`src/hw/rtl/ifdl_pkg.sv`:
```
// Shared types and constants for the interpolating fractional delay line.
// No dependencies; every other file in hw/rtl imports this package.
package ifdl_pkg;

    // Store depth must be a power of two so that addresses wrap by truncation.
    localparam int DEPTH       = 2048;
    localparam int ADDR_W      = $clog2(DEPTH);
    localparam int SAMPLE_BITS = 16;
    localparam int FRAC_BITS   = 16;
    localparam int DELAY_BITS  = 27;

    localparam logic [DELAY_BITS-1:0] DELAY_RESET =
        DELAY_BITS'((DEPTH / 2) * (2 ** FRAC_BITS));
    localparam logic [DELAY_BITS-1:0] DELAY_MAX =
        DELAY_BITS'((DEPTH - 1) * (2 ** FRAC_BITS));

    typedef logic [ADDR_W-1:0]             addr_t;
    typedef logic [FRAC_BITS-1:0]          frac_t;
    typedef logic signed [SAMPLE_BITS-1:0] sample_t;
    typedef logic [DELAY_BITS-1:0]         delay_t;

    // The two neighboring samples that one transaction mixes.
    typedef struct packed {
        sample_t newer;
        sample_t older;
    } tap_pair_t;

endpackage

```
`src/hw/rtl/ifdl_mix.sv`:
```
// Linear interpolation datapath: multiply stage and rounding/output stage.
// Depends on ifdl_pkg. Computes newer + (older - newer) * frac, rounded.
module ifdl_mix (
    input  logic                clk,
    input  logic                rst_n,
    input  logic                in_v,
    input  ifdl_pkg::tap_pair_t taps,
    input  ifdl_pkg::frac_t     frac,
    output logic                in_ready,
    output logic                out_valid,
    input  logic                out_stall,
    output ifdl_pkg::sample_t   sample_out
);
    import ifdl_pkg::*;

    localparam int DIFF_W = SAMPLE_BITS + 1;
    localparam int PROD_W = DIFF_W + FRAC_BITS + 1;
    localparam int ACC_W  = PROD_W + 1;

    logic signed [DIFF_W-1:0]    diff;
    logic signed [FRAC_BITS:0]   frac_s;
    logic signed [PROD_W-1:0]    prod;
    logic signed [PROD_W-1:0]    prod_reg;
    sample_t                     base_reg;
    logic                        p_v_reg;
    logic signed [ACC_W-1:0]     acc;
    sample_t                     out_reg;
    logic                        out_v_reg;
    logic                        out_ready;
    logic                        p_ready;

    assign out_ready = !out_v_reg || !out_stall;
    assign p_ready   = !p_v_reg || out_ready;
    assign in_ready  = p_ready;

    assign diff   = DIFF_W'(taps.older) - DIFF_W'(taps.newer);
    assign frac_s = $signed({1'b0, frac});
    assign prod   = PROD_W'(diff) * PROD_W'(frac_s);

    // The base sample sits at weight one; adding half an LSB and dropping
    // the fraction bits rounds ties toward plus infinity.
    assign acc = (ACC_W'(base_reg) <<< FRAC_BITS) + ACC_W'(prod_reg)
               + ACC_W'(1 << (FRAC_BITS - 1));

    always_ff @(posedge clk)
    begin
        if (in_v && p_ready)
        begin
            prod_reg <= prod;
            base_reg <= taps.newer;
        end
        if (p_v_reg && out_ready)
            out_reg <= acc[FRAC_BITS +: SAMPLE_BITS];
    end

    always_ff @(posedge clk or negedge rst_n)
    begin
        if (!rst_n)
        begin
            p_v_reg   <= 1'b0;
            out_v_reg <= 1'b0;
        end
        else
        begin
            if (p_ready)
                p_v_reg <= in_v;
            if (out_ready)
                out_v_reg <= p_v_reg;
        end
    end

    assign out_valid  = out_v_reg;
    assign sample_out = out_reg;

endmodule

```
`config.mk`:
```
export PLATFORM = sky130hd
export DESIGN_NAME = ifdl_mix
export DESIGN_NICKNAME = d
export VERILOG_FILES = /design/src/hw/rtl/ifdl_pkg.sv /design/src/hw/rtl/ifdl_mix.sv
export SDC_FILE = /design/constraint.sdc
export NUM_CORES = 1
export LEC_CHECK = 0
export ABC_AREA = 1
export BUFFER_PORTS_ARGS = -buffer_cell sky130_fd_sc_hd__clkbuf_2
export CAP_MARGIN = 15
export CORE_AREA = 2 2 201 203
export CTS_BUF_LIST = sky130_fd_sc_hd__clkbuf_16
export CTS_CLUSTER_SIZE = 8
export DETAILED_ROUTE_END_ITERATION = 12
export DIE_AREA = 0 0 203 205
export SYNTH_ARGS = -nofsm -noshare
export SYNTH_HDL_FRONTEND = slang
export SYNTH_SLANG_ARGS = --single-unit
```
`constraint.sdc`:
```
create_clock -name clk -period 2.4 [get_ports clk]
set_input_delay 0.48 -clock clk [delete_from_list [all_inputs] [get_ports clk]]
set_output_delay 0.48 -clock clk [all_outputs]
set_load 0.02 [all_outputs]
```
==> metrics.txt <==
status finished with violations; failing checks setup timing; CTS tree built; actual slew at the worst max-slew pin 418 ps; pin count of the biggest net entering global routing 34; Post-synth top cells inv_1, nand2_1, fa_1; post-synthesis cell area 0.0136 mm^2; wire length per cell 16.4 um; asr flop ratio synth 3.92%; All-Layer GR Usage 20.7%; CP startpoint kind input port; simple logic cell fraction of the synthesized area 18.4%; slowest cell delay on critical path around 570 ps; Crit Path Max Fanout 7; HP Class input port to register; gpl congestion 0.971; Layout Skew 4.74 ps; Synth cell types 48; Final Hold Viols 0; Slowest cell on crit path fa_2; Inserted Clock Buffers 5; XOR/XNOR Fraction of Synth Area 2.96%; Largest register FFs 17; post-synthesis sequential area ratio 11.2%; leading area contributor after synthesis fa_1; Fin Hold WS 373 ps; first-pass GRT wire length 67.1 mm; Synth area leaders fa_1, inv_1, edfxtp_1, ha_1, nand2_1; WP data required approximately 2500 ps; WS Path Type input port to register; crit path time final 6730 ps; CTS sink cnt 51; Multi-input gate area about 0.011 mm^2; Clk Latency, worst-skew pair 290 ps; Synth-to-Final Area Change 32.6%; Non-Filler Instances about 2500; post-route setup slack -4330 ps; DRT Wirelength 41.5 mm; Tcrit/Tclk final 281%; Initial Util 34.6%; DP Wirelength 37.1 mm; Max Freq 0.149 GHz; Mapped Cells 1674; post-route ant nets 0; Top Ports 70; dpl cells 2509; YS warnings 0; Storage cell area between 0.0015 and 0.002 mm^2; Core Util, Final a little under half; most frequent cell after synthesis inv_1; Synth top area share about two fifths; Buffers on Ports 69; worst setup path startpoint taps[0]; drt pass-1 iters 5; H-tree levels 2; diodes inserted 0; CP endpoint kind register; number of global-route vias before repair roughly 13000; share of layout cells above drive strength 1 between 20 and 30%; Final Max Tran Viols 0; # DRC 0; Die Wd just over 200 um; Critical Path AT roughly 6900 ps; Final setup viols 17; Fillers 3735; Placeable Area 0.0394 mm^2; RSZ-0062 raised after global routing true; most frequent CP cell inv_2; Yosys reg bits 51; clock slew at reported path FFs around 70 ps; via count 11806; die area between 0.04 and 0.05 mm^2; number of synthesized flops with an enable pin 49; CTS root buffer clkbuf_16; clock buffer depth 2; vias per cell approximately 4.7; main flop type after synthesis edfxtp_1; hold path start taps[16]; mux share of post-synthesis cell area 0%; global route total overflow 0; Worst Reg2Reg Path Length in Cells 10; largest family of logic cells by synthesized area adder cells; RR Startpoint prod_reg[15]; nets@finish 2439; Avg Cell Area, Syn 8.13 um^2; die height 205 um; Syn Nets 2102; normalized max-slew margin between 70 and 80%; row count 73; DRT iter0 DRCs around 620; max cap viols 0; Synth Area in Adders 48.9%; compound-cell area share of the yosys netlist 5.18%; initial antenna violation count 0; hold path cells 1
-- what timing repair did --
action,in CTS,in global routing
hold buffers,1,0
buffers inserted,12,7
setup endpoints to repair,17,17
pin swaps,51,64
endpoints found under the hold margin,2,0
resized for setup,123,80
-- kinds of logic after synthesis --
kind of cell | after synthesis
flip-flops | 51
XOR/XNOR | 43
AO/OA/AOI/OAI | 121
AND/OR/NAND/NOR | 604
adder cells (fa/ha/maj) | 376
buffers and inverters | 479
-- final cells by class --
type / count / share of cell area [%]
Tap cell: 525 / 3.64
Inverter: 452 / 9.52
Timing Repair Buffer: 357 / 15.1
Sequential cell: 51 / 8.43
Multi-Input combinational cell: 1144 / 62.5
Clock buffer: 5 / 0.693
Clock inverter: 3 / 0.146
-- final timing paths --
| check | end | slack (ps) |
|---|---|---|
| max reg2reg | sample_out[15] | 250 |
| min reg2reg | out_valid | 480 |
| min | base_reg[0] | 370 |
| min in group asynchronous | out_valid | 500 |
| max | prod_reg[20] | -4330 |
| max in group asynchronous | p_v_reg | 1800 |
-- worst max-delay path, delay by kind of cell --
family,cells,cell delay (ps)
AND/OR/NAND/NOR,12,1030
adder cells (fa/ha/maj),9,3690
XOR/XNOR,2,470
AO/OA/AOI/OAI,2,270
buffers and inverters,11,890
-- stage by stage --
| step | setup TNS [ps] | instance area, um^2 | setup WS [ps] |
|---|---|---|---|
| 5_1_grt | -75910 | 18100 | -4560 |
| 3_3_place_gp | -81940 | 17000 | -4980 |
| 4_1_cts | -72120 | 17700 | -4340 |
| 2_1_floorplan | -67020 | 13900 | -4030 |
| 3_5_place_dp | -82190 | 17000 | -4970 |
| 6_report | -71960 | 18100 | -4330 |
-- placed cells by master (no fill, tap or decap), drive strengths merged, types with 3 or more instances in the layout --
| cell | count |
|---|---|
| nand4 | 6 |
| nand3b | 5 |
| buf | 289 |
| xnor2 | 14 |
| a21o | 9 |
| fa | 261 |
| o21bai | 8 |
| a31oi | 6 |
| or2 | 9 |
| o22ai | 3 |
| o21ai | 27 |
| a21boi | 3 |
| inv | 445 |
| clkinv | 10 |
| nor3 | 6 |
| nor2 | 201 |
| ha | 115 |
| nand3 | 92 |
| a21oi | 57 |
| xor2 | 29 |
| nand2 | 282 |
| clkbuf | 72 |
| edfxtp | 49 |
-- routing by layer --
metal  GRT usage (%)  routed length, um
met1            26.7              18100
met2            37.1              20400
met3            1.97               1880
met4            5.89               1190
met5               0                  0
Power is not shown: default switching activity piles up to over one toggle a cycle in this logic, so the estimate is an artifact.
